File: config.mk
export PLATFORM = sky130hd
export DESIGN_NAME = morse_symbol_transmitter_core
export DESIGN_NICKNAME = d
export VERILOG_FILES = /design/src/mst_pkg.sv /design/src/mst_queue_ram.sv /design/src/mst_cfg_regs.sv /design/src/mst_keyer.sv /design/src/morse_symbol_transmitter_core.sv
export VERILOG_INCLUDE_DIRS = /design/src /design/src/src
export SDC_FILE = /design/constraint.sdc
export NUM_CORES = 2
export LEC_CHECK = 0
export ABC_CLOCK_PERIOD_IN_PS = 3500
export BUFFER_PORTS_ARGS = -buffer_cell sky130_fd_sc_hd__buf_2
export CAP_MARGIN = 20
export CELL_PAD_IN_SITES_DETAIL_PLACEMENT = 0
export CELL_PAD_IN_SITES_GLOBAL_PLACEMENT = 1
export CORE_MARGIN = 3
export CORE_UTILIZATION = 47
export CTS_BUF_LIST = sky130_fd_sc_hd__clkbuf_16
export DETAILED_ROUTE_END_ITERATION = 8
export PLACE_DENSITY_LB_ADDON = 0.1
export SETUP_SLACK_MARGIN = 0.02
export SYNTH_ARGS = -nofsm -noshare
export SYNTH_HDL_FRONTEND = slang
export SYNTH_SLANG_ARGS = --single-unit
File: constraint.sdc
create_clock -name clk_i -period 3.5 [get_ports clk_i]
set_input_delay 0.7 -clock clk_i [delete_from_list [all_inputs] [get_ports clk_i]]
set_output_delay 0.7 -clock clk_i [all_outputs]
set_load 0.01 [all_outputs]
File: src/morse_symbol_transmitter_core_assert.svh
// assertion macros used by the keyer rtl
// needs a clock and an active-low reset in scope where the plain form is used
`ifndef MORSE_SYMBOL_TRANSMITTER_CORE_ASSERT_SVH
`define MORSE_SYMBOL_TRANSMITTER_CORE_ASSERT_SVH

// explicit clock and reset
`define MST_ASSERT_AT(lbl, clk, rstn, prop, msg) \
  lbl: assert property (@(posedge clk) disable iff (!rstn) prop) else $error(msg);

// default clock and reset of the rtl
`define MST_ASSERT(lbl, prop, msg) \
  `MST_ASSERT_AT(lbl, clk_i, rst_ni, prop, msg)

`endif

File: src/mst_pkg.sv
// shared types, constants and helpers of the morse keyer
// used by every module of the keyer but the queue ram, depends on nothing
package mst_pkg;

  localparam int unsigned QUEUE_DEPTH = 256;
  localparam int unsigned PTR_W       = $clog2(QUEUE_DEPTH);
  localparam int unsigned SUM_W       = PTR_W + 9;
  localparam int unsigned TICK_W      = 16;
  localparam int unsigned CFG_IDX_W   = 3;

  typedef logic [PTR_W-1:0]  ptr_t;
  typedef logic [TICK_W-1:0] tick_t;

  localparam tick_t DOT_RST     = 16'd80;
  localparam tick_t DASH_RST    = 16'd240;
  localparam tick_t SYMGAP_RST  = 16'd80;
  localparam tick_t LETGAP_RST  = 16'd240;
  localparam tick_t WORDGAP_RST = 16'd560;

  localparam logic [7:0] CHR_DOT   = 8'h2E;
  localparam logic [7:0] CHR_DASH  = 8'h2D;
  localparam logic [7:0] CHR_SPACE = 8'h20;
  localparam logic [7:0] CHR_SLASH = 8'h2F;
  localparam logic [7:0] CHR_LF    = 8'h0A;
  localparam logic [7:0] CHR_CR    = 8'h0D;

  typedef enum logic [CFG_IDX_W-1:0] {
    REG_DOT     = 3'd0,
    REG_DASH    = 3'd1,
    REG_SYMGAP  = 3'd2,
    REG_LETGAP  = 3'd3,
    REG_WORDGAP = 3'd4
  } cfg_idx_e;

  typedef enum logic [2:0] {
    PH_IDLE    = 3'd0,
    PH_DOT     = 3'd1,
    PH_DASH    = 3'd2,
    PH_SYMGAP  = 3'd3,
    PH_LETGAP  = 3'd4,
    PH_WORDGAP = 3'd5
  } phase_e;

  typedef struct packed {
    tick_t dot;
    tick_t dash;
    tick_t symgap;
    tick_t letgap;
    tick_t wordgap;
  } cfg_t;

  typedef struct packed {
    logic [7:0] count;
    logic       dropped;
    phase_e     phase;
    logic       carrier;
  } res_t;

  function automatic ptr_t ptr_inc(ptr_t p);
    return (p == PTR_W'(QUEUE_DEPTH - 1)) ? '0 : p + PTR_W'(1);
  endfunction

  // bytes held in the ring, saturated to eight bits
  function automatic logic [7:0] pending(ptr_t wr, ptr_t rd);
    logic [SUM_W-1:0] cnt;
    cnt = SUM_W'(wr) - SUM_W'(rd);
    if (wr < rd) cnt = cnt + SUM_W'(QUEUE_DEPTH);
    if (cnt > SUM_W'(255)) return 8'hFF;
    return cnt[7:0];
  endfunction

endpackage

File: src/mst_queue_ram.sv
// generic single-port-write, single-port-read ram with registered read data
// no dependencies
module mst_queue_ram #(
  parameter int unsigned DEPTH = 256,
  parameter int unsigned WIDTH = 8,
  parameter int unsigned AW    = $clog2(DEPTH)
) (
  input  logic             clk_i,
  input  logic             we_i,
  input  logic [AW-1:0]    waddr_i,
  input  logic [WIDTH-1:0] wdata_i,
  input  logic             re_i,
  input  logic [AW-1:0]    raddr_i,
  output logic [WIDTH-1:0] rdata_o
);

  logic [WIDTH-1:0] mem [DEPTH];
  logic [WIDTH-1:0] rdata_q;

  always_ff @(posedge clk_i) begin
    if (we_i) begin
      mem[waddr_i] <= wdata_i;
    end
  end

  always_ff @(posedge clk_i) begin
    if (re_i) begin
      rdata_q <= mem[raddr_i];
    end
  end

  assign rdata_o = rdata_q;

endmodule

File: src/mst_cfg_regs.sv
// timing configuration registers of the keyer
// depends on mst_pkg
module mst_cfg_regs (
  input  logic                           clk_i,
  input  logic                           rst_ni,
  input  logic                           we_i,
  input  logic [mst_pkg::CFG_IDX_W-1:0]  idx_i,
  input  mst_pkg::tick_t                 data_i,
  output mst_pkg::cfg_t                  cfg_o
);

  mst_pkg::cfg_t cfg_q, cfg_d;

  always_comb begin
    cfg_d = cfg_q;
    if (we_i) begin
      unique case (idx_i)
        mst_pkg::REG_DOT:     cfg_d.dot     = data_i;
        mst_pkg::REG_DASH:    cfg_d.dash    = data_i;
        mst_pkg::REG_SYMGAP:  cfg_d.symgap  = data_i;
        mst_pkg::REG_LETGAP:  cfg_d.letgap  = data_i;
        mst_pkg::REG_WORDGAP: cfg_d.wordgap = data_i;
        default: ;
      endcase
    end
  end

  always_ff @(posedge clk_i or negedge rst_ni) begin
    if (!rst_ni) begin
      cfg_q.dot     <= mst_pkg::DOT_RST;
      cfg_q.dash    <= mst_pkg::DASH_RST;
      cfg_q.symgap  <= mst_pkg::SYMGAP_RST;
      cfg_q.letgap  <= mst_pkg::LETGAP_RST;
      cfg_q.wordgap <= mst_pkg::WORDGAP_RST;
    end else begin
      cfg_q <= cfg_d;
    end
  end

  assign cfg_o = cfg_q;

endmodule

File: src/mst_keyer.sv
// keyer sequencer: ring queue pointers, phase timing and the queue memory
// depends on mst_pkg, mst_queue_ram and the assertion header
`include "morse_symbol_transmitter_core_assert.svh"

module mst_keyer (
  input  logic            clk_i,
  input  logic            rst_ni,
  input  mst_pkg::cfg_t   cfg_i,
  input  logic            in_valid_i,
  input  logic            in_action_i,
  input  logic [7:0]      in_byte_i,
  output logic            in_ready_o,
  input  logic            slot_free_i,
  output logic            res_valid_o,
  output mst_pkg::res_t   res_o
);

  typedef enum logic [1:0] {
    ST_READY,
    ST_READ,
    ST_EVAL,
    ST_DONE
  } st_e;

  st_e             state_q, state_d;
  mst_pkg::ptr_t   rd_ptr_q, rd_ptr_d;
  mst_pkg::ptr_t   wr_ptr_q, wr_ptr_d;
  mst_pkg::phase_e phase_q, phase_d;
  mst_pkg::tick_t  elapsed_q, elapsed_d;
  mst_pkg::tick_t  len_q, len_d;
  logic            carrier_q, carrier_d;
  logic            dropped_q, dropped_d;

  logic            ram_we;
  logic            ram_re;
  logic [7:0]      ram_rdata;
  mst_pkg::ptr_t   wr_next;
  mst_pkg::tick_t  el_inc;
  logic            mark;

  mst_queue_ram #(
    .DEPTH (mst_pkg::QUEUE_DEPTH),
    .WIDTH (8)
  ) u_ram (
    .clk_i   (clk_i),
    .we_i    (ram_we),
    .waddr_i (wr_ptr_q),
    .wdata_i (in_byte_i),
    .re_i    (ram_re),
    .raddr_i (rd_ptr_q),
    .rdata_o (ram_rdata)
  );

  assign wr_next = mst_pkg::ptr_inc(wr_ptr_q);
  assign el_inc  = (elapsed_q == 16'hFFFF) ? elapsed_q : elapsed_q + 16'd1;
  assign mark    = (phase_q == mst_pkg::PH_DOT) || (phase_q == mst_pkg::PH_DASH);

  always_comb begin
    state_d     = state_q;
    rd_ptr_d    = rd_ptr_q;
    wr_ptr_d    = wr_ptr_q;
    phase_d     = phase_q;
    elapsed_d   = elapsed_q;
    len_d       = len_q;
    carrier_d   = carrier_q;
    dropped_d   = dropped_q;
    ram_we      = 1'b0;
    ram_re      = 1'b0;
    in_ready_o  = 1'b0;
    res_valid_o = 1'b0;
    unique case (state_q)
      ST_READY: begin
        in_ready_o = 1'b1;
        if (in_valid_i) begin
          dropped_d = 1'b0;
          state_d   = ST_DONE;
          if (in_action_i) begin
            if (wr_next == rd_ptr_q) begin
              // full ring: drop and flush
              rd_ptr_d  = '0;
              wr_ptr_d  = '0;
              dropped_d = 1'b1;
            end else begin
              ram_we   = 1'b1;
              wr_ptr_d = wr_next;
              if ((in_byte_i == mst_pkg::CHR_LF || in_byte_i == mst_pkg::CHR_CR) &&
                  phase_q == mst_pkg::PH_IDLE) begin
                state_d = ST_READ;
              end
            end
          end else if (phase_q != mst_pkg::PH_IDLE) begin
            elapsed_d = el_inc;
            carrier_d = mark & el_inc[0];
            if (el_inc >= len_q) begin
              carrier_d = 1'b0;
              if (mark) begin
                phase_d   = mst_pkg::PH_SYMGAP;
                len_d     = cfg_i.symgap;
                elapsed_d = '0;
              end else begin
                state_d = ST_READ;
              end
            end
          end
        end
      end
      ST_READ: begin
        if (rd_ptr_q == wr_ptr_q) begin
          phase_d = mst_pkg::PH_IDLE;
          state_d = ST_DONE;
        end else begin
          ram_re  = 1'b1;
          state_d = ST_EVAL;
        end
      end
      ST_EVAL: begin
        rd_ptr_d  = mst_pkg::ptr_inc(rd_ptr_q);
        elapsed_d = '0;
        state_d   = ST_DONE;
        case (ram_rdata)
          mst_pkg::CHR_DOT: begin
            phase_d = mst_pkg::PH_DOT;
            len_d   = cfg_i.dot;
          end
          mst_pkg::CHR_DASH: begin
            phase_d = mst_pkg::PH_DASH;
            len_d   = cfg_i.dash;
          end
          mst_pkg::CHR_SPACE: begin
            phase_d = mst_pkg::PH_LETGAP;
            len_d   = cfg_i.letgap;
          end
          mst_pkg::CHR_SLASH: begin
            phase_d = mst_pkg::PH_WORDGAP;
            len_d   = cfg_i.wordgap;
          end
          default: state_d = ST_READ;
        endcase
      end
      ST_DONE: begin
        if (slot_free_i) begin
          res_valid_o = 1'b1;
          state_d     = ST_READY;
        end
      end
      default: state_d = ST_READY;
    endcase
  end

  always_ff @(posedge clk_i or negedge rst_ni) begin
    if (!rst_ni) begin
      state_q   <= ST_READY;
      rd_ptr_q  <= '0;
      wr_ptr_q  <= '0;
      phase_q   <= mst_pkg::PH_IDLE;
      elapsed_q <= '0;
      len_q     <= '0;
      carrier_q <= 1'b0;
      dropped_q <= 1'b0;
    end else begin
      state_q   <= state_d;
      rd_ptr_q  <= rd_ptr_d;
      wr_ptr_q  <= wr_ptr_d;
      phase_q   <= phase_d;
      elapsed_q <= elapsed_d;
      len_q     <= len_d;
      carrier_q <= carrier_d;
      dropped_q <= dropped_d;
    end
  end

  assign res_o.count   = mst_pkg::pending(wr_ptr_q, rd_ptr_q);
  assign res_o.dropped = dropped_q;
  assign res_o.phase   = phase_q;
  assign res_o.carrier = carrier_q;

  `MST_ASSERT(a_carrier_in_mark, carrier_q |-> mark, "carrier on outside a mark")
  `MST_ASSERT(a_read_not_empty, ram_re |-> (rd_ptr_q != wr_ptr_q), "queue read while empty")
  `MST_ASSERT(a_eval_read, state_q == ST_EVAL |-> $past(state_q) == ST_READ, "eval without read")

endmodule

File: src/morse_symbol_transmitter_core.sv
// top level of the morse keyer: stream ports, config registers, result register
// depends on mst_pkg, mst_cfg_regs and mst_keyer
//
//   channel   | ports              | contents
//   ----------+--------------------+--------------------------------------------
//   input     | s_axis_*           | request: tick or received byte
//   result    | m_axis_*           | carrier, phase, flush flag, pending count
//   config    | cfg_we_i/idx/data  | timing register writes, no read-back
//
// a tick or a byte that starts no fetch is accepted, then its result is loaded
// a fetch pops bytes one by one (queue ram read, then decode) until a keyable one
// turns up, or the queue runs dry and the phase falls back to idle
// the next request is taken while a result still waits in the output register
// reset clears pointers, phase and timers and loads the default timing
module morse_symbol_transmitter_core (
  input  logic                           clk_i,
  input  logic                           rst_ni,
  input  logic                           s_axis_tvalid,
  output logic                           s_axis_tready,
  input  logic [7:0]                     s_axis_tdata,  // rx_byte
  input  logic [0:0]                     s_axis_tuser,  // action
  output logic                           m_axis_tvalid,
  input  logic                           m_axis_tready,
  // carrier_on, current_phase[2:0], dropped_flush, pending_count[7:0], zero fill
  output logic [15:0]                    m_axis_tdata,
  input  logic                           cfg_we_i,
  input  logic [mst_pkg::CFG_IDX_W-1:0]  cfg_idx_i,
  input  logic [15:0]                    cfg_data_i
);

  mst_pkg::cfg_t cfg;
  mst_pkg::res_t res;
  mst_pkg::res_t out_q;
  logic          res_valid;
  logic          out_valid_q;
  logic          slot_free;

  mst_cfg_regs u_cfg (
    .clk_i  (clk_i),
    .rst_ni (rst_ni),
    .we_i   (cfg_we_i),
    .idx_i  (cfg_idx_i),
    .data_i (cfg_data_i),
    .cfg_o  (cfg)
  );

  mst_keyer u_keyer (
    .clk_i       (clk_i),
    .rst_ni      (rst_ni),
    .cfg_i       (cfg),
    .in_valid_i  (s_axis_tvalid),
    .in_action_i (s_axis_tuser[0]),
    .in_byte_i   (s_axis_tdata),
    .in_ready_o  (s_axis_tready),
    .slot_free_i (slot_free),
    .res_valid_o (res_valid),
    .res_o       (res)
  );

  assign slot_free = !out_valid_q || m_axis_tready;

  always_ff @(posedge clk_i or negedge rst_ni) begin
    if (!rst_ni) begin
      out_valid_q <= 1'b0;
    end else if (res_valid) begin
      out_valid_q <= 1'b1;
    end else if (m_axis_tready) begin
      out_valid_q <= 1'b0;
    end
  end

  always_ff @(posedge clk_i) begin
    if (res_valid) begin
      out_q <= res;
    end
  end

  assign m_axis_tvalid = out_valid_q;
  assign m_axis_tdata  = {3'b000, out_q.count, out_q.dropped, out_q.phase, out_q.carrier};

endmodule

==> qor.txt <==
POWER
------------------------------------------------------------------------------------
Cell Pwr Density                                                         659 nW/um^2
Relative contribution of sequential cells to total power                       43.7%
Clock power frac                                                               34.0%
Worst ir drop on vdd                                                        0.518 mV
Leakage power of the design                                                0.0341 uW
Portion of total power attributed to combinational logic                       22.3%
Internal Dissipation                                                       49,400 uW
Fraction of power spent switching nets                                         27.5%
Net Switching                                                              18,700 uW

SETUP PATH
------------------------------------------------------------------------------------
Element type at the critical path end                                      flip-flop
Largest stage delay on the critical path                                     0.56 ns
Data arrival at the endpoint of the critical path                            4.08 ns
Max Fanout on Critical Path                                                       10
Type of origin of the critical path                                        flip-flop
Path type of the worst setup path                                         reg -> reg
Slowest CP cell                                                         sky130_fd_sc_hd__dfrtp_4
Cell mode on critical path                                              sky130_fd_sc_hd__buf_4
Worst path required time                                                     4.11 ns
Cell breakdown of the critical path                                     clkinv_1 > buf_4 > nand2_1 > buf_4 > a21oi_1 > a31oi_1 > o21ai_0 > o31ai_1 > o32ai_1

ROUTING
------------------------------------------------------------------------------------
Detailed-route via count                                                      48,127
Detailed Routing Iterations Pass 1                                                 5
Drt initial violations                                                         6,098
Routed vias/inst                                                                6.07
Total wirelength of the detailed-routed design                                258 mm
Number of antenna-violating nets in the routed design                              0
Routed length per placed instance                                            32.5 um
Remaining design rule violation count                                              0

PLACEMENT
------------------------------------------------------------------------------------
Total of buffers placed on input and output ports                                 47
Dpl cells                                                                      7,487
GP Congestion                                                                  0.861
Post-DP HPWL                                                                  165 mm

SYNTHESIS
------------------------------------------------------------------------------------
Main area contributors after synthesis                                  sky130_fd_sc_hd__edfxtp_1 71%, sky130_fd_sc_hd__mux4_2 11%, sky130_fd_sc_hd__dfrtp_1 3.4%
Share of the synthesized area in the top cell type                             70.8%
Cell type contributing the most total cell area after synthesis         sky130_fd_sc_hd__edfxtp_1
Syn Inst Count                                                                 4,539
Count leader, synth                                                     sky130_fd_sc_hd__edfxtp_1
Top cell types by occurrence after synthesis                            2,069 x sky130_fd_sc_hd__edfxtp_1, 437 x sky130_fd_sc_hd__mux4_2, 341 x sky130_fd_sc_hd__nor2_1, 212 x sky130_fd_sc_hd__mux2i_1, 121 x sky130_fd_sc_hd__dfrtp_1
Synth warn                                                                         0
Area of the mapped netlist                                               87,800 um^2
Synthesized area divided by synthesized cell count                         19.3 um^2
Share of flip-flops with an asynchronous set or reset after synthesis          6.17%
Flip-flop cell with the highest count after synthesis                   sky130_fd_sc_hd__edfxtp_1
Number of flops mapped to enable cells by yosys                                2,069
Synthesized flop and latch total                                               2,205
Distinct cells, synth                                                             85
Share of the yosys chip area belonging to registers                            74.7%

STA
------------------------------------------------------------------------------------
Tightest Pin Transition                                                      1.07 ns
Setup repair after global routing missed its margin                             true
Number of failing hold endpoints at the final stage                                0
Peak clock frequency supported by timing                                   0.288 GHz
Time the final worst path needs with I/O delays and setup                    3.47 ns
Period Utilization, post-route                                                 99.2%
Final setup vio count                                                              0
Slew HR                                                                        28.7%
Max Slew Vio Count                                                                 0
Setup clock skew after layout                                              0.0395 ns

MIN PATH
------------------------------------------------------------------------------------
Classification of the worst-slack hold path                                in -> reg

CELLS AND AREA
------------------------------------------------------------------------------------
Proportion of layout cells with a drive suffix above 1                         31.3%
Filler cell count in the final layout                                         14,169
Post-Route Utilization                                                         56.1%
FF/Latch Area                                                            65,600 um^2
Area growth from synthesis to final layout                                     17.9%
Number of nets in the layout                                                   5,333
Non-filler instance count after layout                                         7,924
Multi-input gate area                                                    20,800 um^2

GRT
------------------------------------------------------------------------------------
Global-route wire length before repair                                        366 mm
Total gr overflow                                                                  0
Via count of the first global-routing pass                                    47,959
Antenna violations before repair                                                  20
Pin count of the biggest net entering global routing                             180
Global Route Usage Sum                                                         26.9%

CTS
------------------------------------------------------------------------------------
Clock sink total                                                               2,205
Clock latency reported for the late side of the worst-skew pair              0.87 ns
Count of H-tree levels built during CTS                                            4
Clock slew at reported path FFs                                              0.06 ns
Clock tree from TritonCTS                                                      built
Num CTS Buffers                                                                  224
Root buf cell                                                           sky130_fd_sc_hd__clkbuf_16
Longest Clk Path Bufs                                                              3

DIE
------------------------------------------------------------------------------------
Core area                                                               184,000 um^2
Die width                                                                     438 um
I/O pin count                                                                     51
FP Rows                                                                          157
DIE HEIGHT                                                                    438 um
Die ar.                                                                 192,000 um^2
Initial standard-cell utilization of the core                                  47.6%

JOB
------------------------------------------------------------------------------------
Max-cap violations                                                                 0

STATUS
------------------------------------------------------------------------------------
Status                                                                     completed

[power by group through the flow]
stage	Sequential (uW)	Clock (uW)	Combinational, uW
after global routing	29900	24700	16100
after floorplan	30200	0	9400
after detailed placement	30400	0	14900
after CTS	29800	23600	15100
final	29800	23200	15200
after global placement	30400	0	14900
[per-layer routing]
layer	track usage (%)	up-vias	wire length (um)
met4	7.36	4	7120
li1	-	20082	-
met3	4.82	370	20700
met2	42.0	2068	121000
met1	39.4	25603	108000
met5	0	-	30
[placed cells by master, fill, tap and decap left out, drive strengths merged, types with 7 or more instances in the layout]
| cell type | netlist | layout |
|---|---|---|
| mux2 | 84 | 84 |
| nand2b | 7 | 7 |
| xnor2 | 18 | 18 |
| a221oi | 59 | 59 |
| dfstp | 15 | 15 |
| nor4 | 8 | 8 |
| nand3 | 60 | 60 |
| a21oi | 116 | 116 |
| ha | 35 | 35 |
| nor3 | 24 | 24 |
| bufinv | 0 | 18 |
| mux4 | 437 | 437 |
| a21o | 13 | 13 |
| clkinvlp | 0 | 10 |
| a22o | 20 | 20 |
| o22ai | 39 | 39 |
| nand4 | 17 | 17 |
| o221ai | 21 | 21 |
| nor2 | 342 | 342 |
| diode | 0 | 8 |
| nand2 | 118 | 118 |
| o31ai | 17 | 17 |
| a2111oi | 8 | 8 |
| dfrtp | 121 | 121 |
| and2 | 15 | 15 |
| a211oi | 35 | 35 |
| inv | 35 | 80 |
| a22oi | 101 | 101 |
| buf | 168 | 760 |
| edfxtp | 2069 | 2069 |
| a31oi | 19 | 19 |
| nor2b | 24 | 24 |
| mux2i | 212 | 212 |
| o21ai | 87 | 87 |
| clkbuf | 108 | 236 |
| xor2 | 7 | 7 |
| and3 | 7 | 7 |
| clkinv | 2 | 117 |
[final cells by class]
| type | instances | share of cell area, % |
|---|---|---|
| flip-flops and latches | 2205 | 63.4 |
| multi-input cells | 2024 | 20.1 |
| repair buffers | 772 | 6.49 |
| clock buffers | 226 | 5.46 |
| well taps | 2464 | 2.98 |
| clock inverters | 188 | 1.44 |
| inverters | 37 | 0.137 |
| diodes | 8 | 0.0193 |
[worst paths after layout]
path	start	endpoint	slack, ns	cells past startpoint
setup / recovery	u_keyer.rd_ptr_q[3]	u_keyer.u_ram.rdata_o[4]	0.03	9
hold / removal	s_axis_tdata[5]	u_keyer.u_ram.mem[131][5]	0.13	1
setup reg to reg	u_keyer.rd_ptr_q[3]	u_keyer.u_ram.rdata_o[4]	0.03	9
hold reg to reg	u_keyer.dropped_q	m_axis_tdata[4]	0.47	0
max in group asynchronous	rst_ni	u_cfg.cfg_o[55]	2.33	3
min in group asynchronous	rst_ni	u_cfg.cfg_o[62]	0.44	2
[critical path: cells and delay by family (launching register included)]
family	cells	cell delay [ns]
AOI/OAI and AO/OA	5	1.47
buffers and inverters	3	1.03
DFF	1	0.56
and+or+nand+nor	1	0.13
[metrics by stage]
step	power, uW	setup slack, ns	TNS (ns)	hold slack (ns)	area [um^2]
after floorplan	39600	0.0339	0	0.404	87800
after global placement	45200	-0.243	-5.22	0.462	95900
after detailed placement	45300	-0.246	-5.26	0.463	96000
after CTS	68500	0.0228	0	0.0648	103000
after global routing	70600	-0.0971	-1.13	0.0960	103000
final	68200	0.0284	0	0.127	103000
[repair_timing]
action / 4_1_cts / 5_1_grt
gates cloned: 2 / 3
pin swaps: 10 / 5
setup endpoints to repair: 40 / 49
hold endpoints to repair: 55 / 0
gates resized for setup: 16 / 30
hold buffers: 1 / 0
setup buffers: 6 / 3
[flip-flops by register name, summed over array words and instances, names as in the netlist, 2 cells and up]
| signal | cells |
|---|---|
| u_keyer.len_q | 16 |
| u_keyer.u_ram.mem | 2048 |
| u_cfg.cfg_o | 80 |
| u_keyer.rd_ptr_q | 8 |
| u_keyer.u_ram.rdata_o | 8 |
| u_keyer.phase_q | 3 |
| m_axis_tdata | 13 |
| u_keyer.wr_ptr_q | 8 |
| u_keyer.elapsed_q | 16 |
| u_keyer.state_q | 2 |
[cells by family after synthesis]
| kind of cell | synth area share (%) |
|---|---|
| simple gates | 3.34 |
| buf+inv | 1.94 |
| flops | 74.7 |
| mux | 14.7 |
| fa+ha+maj | 0.522 |
| compound gates | 4.56 |
| other cells | 0.00427 |
| xor+xnor | 0.249 |
(Power assumes the default switching activity.)
